$ cat src/rtl/tbwm_pkg.sv
// tbwm_pkg: shared types, constants and the level table for the two-bit
// waveform modulator. Used by tbwm_ctrl, tbwm_dp and the top level.
package tbwm_pkg;

  // field and register widths
  localparam int unsigned SYNC_W = 16;
  localparam int unsigned LEN_W  = 6;
  localparam int unsigned CNT_W  = 17;
  localparam int unsigned WORD_W = 64;

  // configuration register indexes
  localparam logic [1:0] REG_SYNC_INTERVAL   = 2'd0;
  localparam logic [1:0] REG_SILENCE_LENGTH  = 2'd1;
  localparam logic [1:0] REG_PREAMBLE_LENGTH = 2'd2;

  // input function codes
  localparam logic FUNC_BYTE = 1'b0;
  localparam logic FUNC_SYNC = 1'b1;

  // reset values and run limits
  localparam logic [SYNC_W-1:0] SYNC_INTERVAL_RST   = 16'd1000;
  localparam logic [LEN_W-1:0]  SILENCE_LENGTH_RST  = 6'd50;
  localparam logic [LEN_W-1:0]  PREAMBLE_LENGTH_RST = 6'd50;
  localparam logic [LEN_W-1:0]  MAX_SILENCE         = 6'd56;
  localparam logic [LEN_W-1:0]  MAX_PREAMBLE        = 6'd50;
  localparam logic [LEN_W-1:0]  SAMPLES_PER_CHUNK   = 6'd8;
  localparam logic [3:0]        FULL_COUNT          = 4'd8;
  localparam logic [7:0]        SILENCE_LEVEL       = 8'h80;

  // table start points of the fixed sync run chunks
  localparam logic [2:0] PREAMBLE_START = 3'd0;
  localparam logic [2:0] MARK_START     = 3'd2;

  // one period of the level pattern (eight entries, indexes wrap modulo eight)
  localparam logic [7:0] LEVEL_TAB [8] = '{
    8'h40, 8'h40, 8'hC0, 8'hC0, 8'hC0, 8'hC0, 8'h40, 8'h40
  };

  typedef enum logic [1:0] {
    KIND_DATA     = 2'd0,
    KIND_SILENCE  = 2'd1,
    KIND_PREAMBLE = 2'd2,
    KIND_MARK     = 2'd3
  } kind_t;

  // what the datapath loads into the output register this cycle
  typedef enum logic [2:0] {
    EMIT_NONE,
    EMIT_FIRST,
    EMIT_DATA,
    EMIT_SILENCE,
    EMIT_PREAMBLE,
    EMIT_MARK
  } emit_t;

  typedef struct packed {
    emit_t emit;
    logic  last;
    logic  sync_load;
    logic  cnt_inc;
  } dp_cmd_t;

  typedef struct packed {
    logic slot_free;
    logic sil_zero;
    logic sil_last;
    logic pre_zero;
    logic pre_last;
    logic cnt_over;
  } dp_stat_t;

  // eight samples read from the level table starting at start
  function automatic logic [WORD_W-1:0] chunk_word(input logic [2:0] start);
    logic [WORD_W-1:0] w;
    w = '0;
    for (int k = 0; k < 8; k++) begin
      w[8*k +: 8] = LEVEL_TAB[3'(start + 3'(k))];
    end
    return w;
  endfunction

endpackage

$ cat src/rtl/tbwm_ctrl.sv
// tbwm_ctrl: sequencer for data symbols and sync runs of the modulator.
// Depends on tbwm_pkg; drives commands into tbwm_dp and reads its status.
module tbwm_ctrl
  import tbwm_pkg::*;
(
  input  logic     clk,
  input  logic     rst_n,
  input  logic     in_valid,
  input  logic     in_func,
  input  dp_stat_t stat,
  output logic     in_stall,
  output dp_cmd_t  cmd
);

  typedef enum logic [2:0] {
    S_IDLE,
    S_DATA,
    S_SIL,
    S_PRE,
    S_MARK
  } state_t;

  state_t     state_r, state_nxt;
  logic [1:0] dcnt_r, dcnt_nxt;

  // next state and commands
  always_comb begin
    state_nxt     = state_r;
    dcnt_nxt      = dcnt_r;
    in_stall      = 1'b1;
    cmd.emit      = EMIT_NONE;
    cmd.last      = 1'b0;
    cmd.sync_load = 1'b0;
    cmd.cnt_inc   = 1'b0;
    unique case (state_r)
      S_IDLE: begin
        in_stall = !stat.slot_free;
        if (in_valid && stat.slot_free) begin
          if (in_func) begin
            cmd.sync_load = 1'b1;
            state_nxt     = S_SIL;
          end else begin
            cmd.emit  = EMIT_FIRST;
            dcnt_nxt  = 2'd1;
            state_nxt = S_DATA;
          end
        end
      end
      S_DATA: begin
        if (stat.slot_free) begin
          cmd.emit = EMIT_DATA;
          if (dcnt_r == 2'd3) begin
            cmd.cnt_inc = 1'b1;
            if (stat.cnt_over) begin
              cmd.sync_load = 1'b1;
              state_nxt     = S_SIL;
            end else begin
              cmd.last  = 1'b1;
              state_nxt = S_IDLE;
            end
          end else begin
            dcnt_nxt = dcnt_r + 2'd1;
          end
        end
      end
      S_SIL: begin
        if (stat.sil_zero) begin
          state_nxt = S_PRE;
        end else if (stat.slot_free) begin
          cmd.emit = EMIT_SILENCE;
          if (stat.sil_last) begin
            state_nxt = S_PRE;
          end
        end
      end
      S_PRE: begin
        if (stat.pre_zero) begin
          state_nxt = S_MARK;
        end else if (stat.slot_free) begin
          cmd.emit = EMIT_PREAMBLE;
          if (stat.pre_last) begin
            state_nxt = S_MARK;
          end
        end
      end
      S_MARK: begin
        if (stat.slot_free) begin
          cmd.emit  = EMIT_MARK;
          cmd.last  = 1'b1;
          state_nxt = S_IDLE;
        end
      end
      default: begin
        state_nxt = S_IDLE;
      end
    endcase
  end

  // state and symbol counter
  always_ff @(posedge clk) begin
    if (!rst_n) begin
      state_r <= S_IDLE;
      dcnt_r  <= 2'd0;
    end else begin
      state_r <= state_nxt;
      dcnt_r  <= dcnt_nxt;
    end
  end

endmodule

$ cat src/rtl/tbwm_dp.sv
// tbwm_dp: configuration registers, phase and byte counters, run counters
// and the output register of the modulator. Depends on tbwm_pkg.
module tbwm_dp
  import tbwm_pkg::*;
(
  input  logic               clk,
  input  logic               rst_n,
  input  logic               cfg_we,
  input  logic [1:0]         cfg_index,
  input  logic [SYNC_W-1:0]  cfg_data,
  input  logic [7:0]         in_data_byte,
  input  logic               out_stall,
  input  dp_cmd_t            cmd,
  output dp_stat_t           stat,
  output logic               out_valid,
  output logic [WORD_W-1:0]  out_sample_word,
  output logic [3:0]         out_sample_count,
  output logic [1:0]         out_chunk_kind,
  output logic               out_last_of_run
);

  logic [SYNC_W-1:0] sync_interval_r;
  logic [LEN_W-1:0]  silence_length_r;
  logic [LEN_W-1:0]  preamble_length_r;
  logic              phase_r;
  logic [CNT_W-1:0]  bytes_r;
  logic [5:0]        byte_r;
  logic [LEN_W-1:0]  sil_rem_r;
  logic [LEN_W-1:0]  pre_rem_r;
  logic              valid_r;
  logic [WORD_W-1:0] word_r;
  logic [3:0]        count_r;
  kind_t             kind_r;
  logic              last_r;

  logic [CNT_W-1:0]  bytes_inc;
  logic [3:0]        sil_cnt;
  logic [WORD_W-1:0] word_nxt;
  logic [3:0]        count_nxt;
  kind_t             kind_nxt;

  // silence samples in the low bytes, zero above
  function automatic logic [WORD_W-1:0] silence_word(input logic [3:0] cnt);
    logic [WORD_W-1:0] w;
    w = '0;
    for (int k = 0; k < 8; k++) begin
      if (4'(k) < cnt) begin
        w[8*k +: 8] = SILENCE_LEVEL;
      end
    end
    return w;
  endfunction

  // status toward the controller
  assign bytes_inc      = bytes_r + 17'd1;
  assign sil_cnt        = (sil_rem_r > SAMPLES_PER_CHUNK) ? FULL_COUNT : sil_rem_r[3:0];
  assign stat.slot_free = !valid_r || !out_stall;
  assign stat.sil_zero  = (sil_rem_r == '0);
  assign stat.sil_last  = (sil_rem_r <= SAMPLES_PER_CHUNK);
  assign stat.pre_zero  = (pre_rem_r == '0);
  assign stat.pre_last  = (pre_rem_r == 6'd1);
  assign stat.cnt_over  = (bytes_inc > {1'b0, sync_interval_r});

  // chunk selection
  always_comb begin
    word_nxt  = '0;
    count_nxt = FULL_COUNT;
    kind_nxt  = KIND_DATA;
    unique case (cmd.emit)
      EMIT_NONE: begin
        word_nxt = '0;
      end
      EMIT_FIRST: begin
        word_nxt = chunk_word({in_data_byte[1:0], phase_r});
      end
      EMIT_DATA: begin
        word_nxt = chunk_word({byte_r[1:0], phase_r});
      end
      EMIT_SILENCE: begin
        word_nxt  = silence_word(sil_cnt);
        count_nxt = sil_cnt;
        kind_nxt  = KIND_SILENCE;
      end
      EMIT_PREAMBLE: begin
        word_nxt = chunk_word(PREAMBLE_START);
        kind_nxt = KIND_PREAMBLE;
      end
      EMIT_MARK: begin
        word_nxt = chunk_word(MARK_START);
        kind_nxt = KIND_MARK;
      end
      default: begin
        word_nxt = '0;
      end
    endcase
  end

  // configuration registers
  always_ff @(posedge clk) begin
    if (!rst_n) begin
      sync_interval_r   <= SYNC_INTERVAL_RST;
      silence_length_r  <= SILENCE_LENGTH_RST;
      preamble_length_r <= PREAMBLE_LENGTH_RST;
    end else if (cfg_we) begin
      unique case (cfg_index)
        REG_SYNC_INTERVAL:   sync_interval_r   <= cfg_data;
        REG_SILENCE_LENGTH:  silence_length_r  <= cfg_data[LEN_W-1:0];
        REG_PREAMBLE_LENGTH: preamble_length_r <= cfg_data[LEN_W-1:0];
        default: ;
      endcase
    end
  end

  // phase, byte counter and sync run counters
  always_ff @(posedge clk) begin
    if (!rst_n) begin
      phase_r   <= 1'b0;
      bytes_r   <= '0;
      sil_rem_r <= '0;
      pre_rem_r <= '0;
    end else begin
      if (cmd.emit == EMIT_FIRST || cmd.emit == EMIT_DATA) begin
        phase_r <= !phase_r;
      end else if (cmd.emit == EMIT_MARK) begin
        phase_r <= 1'b0;
      end
      if (cmd.sync_load) begin
        bytes_r <= '0;
      end else if (cmd.cnt_inc) begin
        bytes_r <= bytes_inc;
      end
      if (cmd.sync_load) begin
        sil_rem_r <= (silence_length_r > MAX_SILENCE) ? MAX_SILENCE : silence_length_r;
        pre_rem_r <= (preamble_length_r > MAX_PREAMBLE) ? MAX_PREAMBLE : preamble_length_r;
      end else begin
        if (cmd.emit == EMIT_SILENCE) begin
          sil_rem_r <= sil_rem_r - {2'b00, sil_cnt};
        end
        if (cmd.emit == EMIT_PREAMBLE) begin
          pre_rem_r <= pre_rem_r - 6'd1;
        end
      end
    end
  end

  // remaining symbols of the current byte
  always_ff @(posedge clk) begin
    if (cmd.emit == EMIT_FIRST) begin
      byte_r <= in_data_byte[7:2];
    end else if (cmd.emit == EMIT_DATA) begin
      byte_r <= {2'b00, byte_r[5:2]};
    end
  end

  // output register
  always_ff @(posedge clk) begin
    if (!rst_n) begin
      valid_r <= 1'b0;
    end else if (cmd.emit != EMIT_NONE) begin
      valid_r <= 1'b1;
    end else if (!out_stall) begin
      valid_r <= 1'b0;
    end
  end

  always_ff @(posedge clk) begin
    if (cmd.emit != EMIT_NONE) begin
      word_r  <= word_nxt;
      count_r <= count_nxt;
      kind_r  <= kind_nxt;
      last_r  <= cmd.last;
    end
  end

  assign out_valid        = valid_r;
  assign out_sample_word  = word_r;
  assign out_sample_count = count_r;
  assign out_chunk_kind   = kind_r;
  assign out_last_of_run  = last_r;

endmodule

$ cat src/rtl/two_bit_waveform_modulator.sv
// two_bit_waveform_modulator: top level, joins controller and datapath.
// Depends on tbwm_pkg, tbwm_ctrl and tbwm_dp.
//
// Usage:
// - input channel (in_valid/in_stall): func 0 sends data_byte as four
//   eight-sample chunks, lowest bit pair first; func 1 forces a sync run
// - output channel (out_valid/out_stall): one chunk per transfer, first
//   sample in the lowest byte; last_of_run marks the final chunk of an item
// - config channel (cfg_valid/cfg_ready/cfg_index/cfg_data): always ready;
//   index 0 sync interval, 1 silence length, 2 preamble length
// - the first chunk of a data byte is in the output register in the cycle
//   after the input transfer
// - a data byte goes out one chunk per cycle while out_stall is low, set by
//   the single output register; a sync run does the same, but the start of
//   a forced run and each empty silence or preamble part load no chunk
// - input is taken only in the idle state and only while the output register
//   is empty or being drained in the same cycle
// - a stalled receiver holds the output register and stops further chunks
// - reset: config returns to 1000/50/50, phase and byte counter clear,
//   output register empties
module two_bit_waveform_modulator
  import tbwm_pkg::*;
(
  input  logic               clk,
  input  logic               rst_n,
  input  logic               in_valid,
  output logic               in_stall,
  input  logic               in_func,
  input  logic [7:0]         in_data_byte,
  output logic               out_valid,
  input  logic               out_stall,
  output logic [WORD_W-1:0]  out_sample_word,
  output logic [3:0]         out_sample_count,
  output logic [1:0]         out_chunk_kind,
  output logic               out_last_of_run,
  input  logic               cfg_valid,
  output logic               cfg_ready,
  input  logic [1:0]         cfg_index,
  input  logic [SYNC_W-1:0]  cfg_data
);

  dp_cmd_t  cmd;
  dp_stat_t stat;

  assign cfg_ready = 1'b1;

  // sequencer
  tbwm_ctrl u_ctrl (
    .clk      (clk),
    .rst_n    (rst_n),
    .in_valid (in_valid),
    .in_func  (in_func),
    .stat     (stat),
    .in_stall (in_stall),
    .cmd      (cmd)
  );

  // datapath and output register
  tbwm_dp u_dp (
    .clk              (clk),
    .rst_n            (rst_n),
    .cfg_we           (cfg_valid && cfg_ready),
    .cfg_index        (cfg_index),
    .cfg_data         (cfg_data),
    .in_data_byte     (in_data_byte),
    .out_stall        (out_stall),
    .cmd              (cmd),
    .stat             (stat),
    .out_valid        (out_valid),
    .out_sample_word  (out_sample_word),
    .out_sample_count (out_sample_count),
    .out_chunk_kind   (out_chunk_kind),
    .out_last_of_run  (out_last_of_run)
  );

  // a data byte transfer puts its first symbol chunk in the output register
  a_first_chunk: assert property (@(posedge clk) disable iff (!rst_n)
    in_valid && !in_stall && !in_func |=> out_valid && out_chunk_kind == KIND_DATA)
    else $error("data byte did not produce a symbol chunk");

  // a forced sync transfer is followed by an empty output register
  a_sync_gap: assert property (@(posedge clk) disable iff (!rst_n)
    in_valid && !in_stall && in_func |=> !out_valid)
    else $error("output register busy after forced sync transfer");

  // only silence chunks are partly filled
  a_partial: assert property (@(posedge clk) disable iff (!rst_n)
    out_valid && out_sample_count != FULL_COUNT |->
      out_chunk_kind == KIND_SILENCE && out_sample_count != 4'd0)
    else $error("partial chunk outside silence");

  // a run ends on a data chunk or on the sync mark
  a_last_kind: assert property (@(posedge clk) disable iff (!rst_n)
    out_valid && out_last_of_run |->
      out_chunk_kind == KIND_DATA || out_chunk_kind == KIND_MARK)
    else $error("run ended on silence or preamble");

endmodule
$ cat config.mk
export PLATFORM = sky130hd
export DESIGN_NAME = two_bit_waveform_modulator
export DESIGN_NICKNAME = d
export VERILOG_FILES = /design/src/rtl/tbwm_pkg.sv /design/src/rtl/tbwm_ctrl.sv /design/src/rtl/tbwm_dp.sv /design/src/rtl/two_bit_waveform_modulator.sv
export SDC_FILE = /design/constraint.sdc
export NUM_CORES = 1
export LEC_CHECK = 0
export BUFFER_PORTS_ARGS = -buffer_cell sky130_fd_sc_hd__buf_2
export CAP_MARGIN = 20
export CORE_ASPECT_RATIO = 1.5
export CORE_UTILIZATION = 49
export CTS_BUF_LIST = sky130_fd_sc_hd__clkbuf_8
export DETAILED_ROUTE_END_ITERATION = 12
export PLACE_DENSITY = 0.75
export SLEW_MARGIN = 25
export SYNTH_ARGS = -nofsm -noshare
export SYNTH_HDL_FRONTEND = slang
export SYNTH_SLANG_ARGS = --single-unit
$ cat constraint.sdc
create_clock -name clk -period 3.1 [get_ports clk]
set_input_delay 0.155 -clock clk [delete_from_list [all_inputs] [get_ports clk]]
set_output_delay 0.155 -clock clk [all_outputs]
set_load 0.03 [all_outputs]
==> impl_results.html <==
<table>
<tr><th>Metric</th><th>Value</th></tr>
<tr><th colspan="2">Outcome</th></tr>
<tr><td>Run status</td><td>finished with violations</td></tr>
<tr><td>Violations in the final reports</td><td>negative setup slack</td></tr>
<tr><th colspan="2">Final layout</th></tr>
<tr><td>Combined area of the multi-input logic cells</td><td>3117 um2</td></tr>
<tr><td>N_diodes</td><td>0</td></tr>
<tr><td>Ratio of cells with drive above 1 in the final layout</td><td>27.39%</td></tr>
<tr><td>FF+latch area</td><td>1956 um2</td></tr>
<tr><td>Final standard cell utilization of the core</td><td>roughly 62%</td></tr>
<tr><td>Final design instance area without fill</td><td>between 6000 and 7000 um2</td></tr>
<tr><td>Number of nets at the end of the flow</td><td>764</td></tr>
<tr><td>Filler Cell Count</td><td>832</td></tr>
<tr><td>Synthesis-to-layout area growth</td><td>22.78%</td></tr>
<tr><th colspan="2">Pwr</th></tr>
<tr><td>Leakage</td><td>2.789 nW</td></tr>
<tr><td>Total power</td><td>4.337 mW</td></tr>
<tr><td>Pwr dens</td><td>681.9 nW/um2</td></tr>
<tr><td>Worst supply voltage drop on vdd</td><td>0.2711 mV</td></tr>
<tr><th colspan="2">Die</th></tr>
<tr><td>Width of the die</td><td>85.95 um</td></tr>
<tr><td>IO Count</td><td>106</td></tr>
<tr><td>Starting Density</td><td>50.83%</td></tr>
<tr><td>Std cell rows</td><td>45</td></tr>
<tr><td>Core Box Area</td><td>10190 um2</td></tr>
<tr><td>Y dimension of the die</td><td>127.9 um</td></tr>
<tr><td>Overall die area</td><td>11000 um2</td></tr>
<tr><th colspan="2">Critical path</th></tr>
<tr><td>Class of the most critical setup path</td><td>flop to flop</td></tr>
<tr><td>Kind of capture point of the worst setup path</td><td>flop</td></tr>
<tr><td>Arrival time of the worst setup path</td><td>3.60 ns</td></tr>
<tr><td>Type of origin of the critical path</td><td>flop</td></tr>
<tr><td>Setup slack on the worst flop-to-flop path</td><td>-0.23 ns</td></tr>
<tr><td>Max Fanout on Critical Path</td><td>7</td></tr>
<tr><td>Critical Path RT</td><td>3.37 ns</td></tr>
<tr><th colspan="2">STA</th></tr>
<tr><td>Count of endpoints failing setup in the final report</td><td>30</td></tr>
<tr><td>Fraction of the cycle the final worst path needs</td><td>107.5%</td></tr>
<tr><td>RSZ-0062 raised after global routing</td><td>yes</td></tr>
<tr><td>F_max</td><td>0.3001 GHz</td></tr>
<tr><td>PnR worst setup slack</td><td>-0.2321 ns</td></tr>
<tr><td>Number of endpoints with negative hold slack in the final report</td><td>0</td></tr>
<tr><td>Worst slew margin</td><td>41.37%</td></tr>
<tr><td>Maximum clock skew at final layout</td><td>0.007590 ns</td></tr>
<tr><td>Transition time of the tightest slew-check pin</td><td>0.8714 ns</td></tr>
<tr><td>Summed negative setup slack over all endpoints</td><td>-4.359 ns</td></tr>
<tr><td>Number of pins exceeding their max-slew limit in the final report</td><td>0</td></tr>
<tr><td>Post-route minimum period</td><td>3.332 ns</td></tr>
<tr><td>Smallest hold slack</td><td>0.006627 ns</td></tr>
<tr><th colspan="2">Global routing</th></tr>
<tr><td>Vias in the first global route</td><td>4364</td></tr>
<tr><td>Residual overflow from global routing</td><td>0</td></tr>
<tr><td>Largest net degree at the start of global routing</td><td>30</td></tr>
<tr><td>All-layer global routing usage</td><td>22.89%</td></tr>
<tr><td>Initial antenna violation count</td><td>0</td></tr>
<tr><td>First-pass GRT wire length</td><td>19710 um</td></tr>
<tr><th colspan="2">Synth</th></tr>
<tr><td>Post-synth ARST share</td><td>0%</td></tr>
<tr><td>Sequential fraction of the synthesis area</td><td>37.49%</td></tr>
<tr><td>Most common flop cell mapped by yosys</td><td>dfxtp_1</td></tr>
<tr><td>Ranking of synthesized cells by area</td><td>dfxtp_1 (25%), edfxtp_1 (13%), buf_4 (8.1%)</td></tr>
<tr><td>Post-synth top area share</td><td>24.73%</td></tr>
<tr><td>Count of flip-flops with a built-in enable after synthesis</td><td>22</td></tr>
<tr><td>Number of instances in the synthesized netlist</td><td>625</td></tr>
<tr><td>Avg Synthesized Cell Area</td><td>8.288 um2</td></tr>
<tr><td>Count of warnings emitted by yosys</td><td>0</td></tr>
<tr><td>Leading area contributor after synthesis</td><td>dfxtp_1</td></tr>
<tr><td>Synth Cell Area</td><td>5180 um2</td></tr>
<tr><td>Count of different cell masters after synthesis</td><td>slightly below 60</td></tr>
<tr><td>#FFs+latches synth</td><td>86</td></tr>
<tr><th colspan="2">Clocking</th></tr>
<tr><td>Clock tree from TritonCTS</td><td>built</td></tr>
<tr><td>CTS Root Cell</td><td>clkbuf_8</td></tr>
<tr><td>Depth of the CTS H-tree</td><td>3</td></tr>
<tr><td>Clock input transition at the sequential cells of the worst setup and hold paths</td><td>0.08 ns</td></tr>
<tr><td>Clock Sink Count</td><td>86</td></tr>
<tr><td>Skew-Pair Late Insertion Delay</td><td>0.38 ns</td></tr>
<tr><td>Clock Tree Buf Depth</td><td>2</td></tr>
<tr><td>CTS Buf Count</td><td>9</td></tr>
<tr><th colspan="2">Detailed routing</th></tr>
<tr><td>Number of violations reported at the end of detailed-routing iteration 0</td><td>219</td></tr>
<tr><td>Antenna violation net count after detailed routing</td><td>0</td></tr>
<tr><td>DR vias/cell</td><td>5.429</td></tr>
<tr><td>Routed length per placed instance</td><td>14.94 um</td></tr>
<tr><td>Vias after detailed routing</td><td>4631</td></tr>
<tr><td>Total DRC errors in the routed layout</td><td>0</td></tr>
<tr><td>First drt pass iteration count</td><td>6</td></tr>
<tr><td>Total detailed-routing wirelength</td><td>12740 um</td></tr>
<tr><th colspan="2">Place</th></tr>
<tr><td>Area post-placement</td><td>5619 um2</td></tr>
<tr><td>RD Place Congestion</td><td>0.9270</td></tr>
<tr><td>Port Buffer Count</td><td>56</td></tr>
<tr><td>Total half-perimeter wirelength after legalization and detailed placement</td><td>8762 um</td></tr>
<tr><th colspan="2">Job</th></tr>
<tr><td>Count of maximum capacitance violations</td><td>0</td></tr>
<tr><th colspan="2">Min path</th></tr>
<tr><td>Worst hold path type</td><td>input port to flop</td></tr>
</table>
[worst paths after layout]
path | start | endpoint | depth (start not counted)
max | u_dp.bytes_r[1]$_SDFFE_PP0P_ | u_dp.pre_rem_r[1]$_SDFFE_PN0P_ | 16
min | cfg_data[14] | u_dp.sync_interval_r[14]$_SDFFE_PN0P_ | 3
max reg2reg | u_dp.bytes_r[1]$_SDFFE_PP0P_ | u_dp.pre_rem_r[1]$_SDFFE_PN0P_ | 16
min reg2reg | u_dp.sync_interval_r[1]$_SDFFE_PN0P_ | u_dp.sync_interval_r[1]$_SDFFE_PN0P_ | 2
[cell usage in the layout (no fill, tap or decap), types with 6 or more instances in the layout]
cell type  netlist  layout
o21ai_0         15      13
nor2_2           0       7
nor2_1          51      39
inv_1           29      32
clkbuf_8         0       9
ha_1            25      23
a21oi_2          0      12
conb_1           2      50
a21oi_1         40      28
nand2_1         92      88
edfxtp_1        22      22
dfxtp_1         64      57
buf_6            0       7
nand3_1         21      16
or3_1            8       6
mux2i_1         14      14
xnor2_1         17      16
and3_1           8       7
xor2_1          17      15
buf_4           56      42
nor3_1          15      13
o211ai_1        13      13
buf_2            5      56
nand4_1         10      10
[cells by family (layout without fill, tap and decap cells)]
group,count (synthesis),after routing,synth area share (%)
mux,14,14,2.705
fa+ha+maj,25,25,6.039
flops,86,86,37.49
compound gates,107,107,13.38
other cells,2,50,0.1450
xor+xnor,34,34,5.749
simple gates,241,241,21.91
buf+inv,116,155,12.58
[flip-flops by register name, summed over array words and instances (netlist names), 6 cells and up]
| signal | count |
|---|---|
| u_dp.silence_length_r | 6 |
| u_dp.preamble_length_r | 6 |
| u_dp.out_sample_word | 9 |
| u_dp.pre_rem_r | 6 |
| u_dp.bytes_r | 17 |
| u_dp.byte_r | 6 |
| u_dp.sync_interval_r | 16 |
| u_dp.sil_rem_r | 6 |
[power by group]
group	total, mW	switching, mW	internal, mW
Combinational	1.80	1.21	0.590
Sequential	1.60	0.153	1.45
Clock	0.936	0.410	0.526
[cell type report]
class,count,share of cell area [%]
clock buffer,9,1.948
clock inverter,7,1.672
inverter,29,1.712
multi-input combinational,471,49.01
sequential,86,30.75
tap,141,2.774
timing repair buffer,110,12.14
[per-stage QoR]
step / setup slack (ns) / cells
final: -0.2321 / 853
after global routing: -0.2983 / 853
after global placement: -0.08645 / 823
after detailed placement: -0.2969 / 823
after CTS: -0.1055 / 848
after floorplan: 0.01096 / 673
[metal layers]
| layer | up-vias | wire length [um] | global-route usage, % |
|---|---|---|---|
| met5 | - | 0 | 0 |
| met4 | 0 | 590 | 11.27 |
| met3 | 47 | 577 | 4.121 |
| met2 | 173 | 7043 | 45.10 |
| met1 | 2187 | 4527 | 22.16 |
| li1 | 2224 | - | - |
[what timing repair did]
action                                 CTS  global route
hold buffers                             1             0
gates cloned                             2             0
endpoints found under the hold margin    1             0
pin swaps                               28            27
setup endpoints to repair               31            31
buffers inserted                         6             6
resized for setup                       40            46
[worst max-delay path: stages (launching register included)]
cell	delay, ns
dfxtp_4	0.38
and3_4	0.19
nand3_2	0.13
or3_4	0.44
xnor2_2	0.17
ha_4	0.30
nand4_1	0.14
buf_4	0.17
nor4_4	0.18
buf_4	0.17
nand2_2	0.05
a21oi_2	0.20
a211oi_2	0.10
buf_6	0.16
buf_6	0.13
o311ai_4	0.25
a21oi_1	0.06
[cell usage after synthesis (3+ instances only)]
master,instances
nand2_1,92
dfxtp_1,64
buf_4,56
nor2_1,51
a21oi_1,40
inv_1,29
ha_1,25
clkbuf_1,23
edfxtp_1,22
nand3_1,21
xnor2_1,17
xor2_1,17
nor3_1,15
o21ai_0,15
mux2i_1,14
o211ai_1,13
nand4_1,10
and3_1,8
or3_1,8
o21ai_1,6
buf_2,5
nand3b_1,5
nor2b_1,5
nor4_1,5
and2_1,4
nand2b_1,4
or4_1,4
buf_1,3
(Power assumes the default switching activity.)
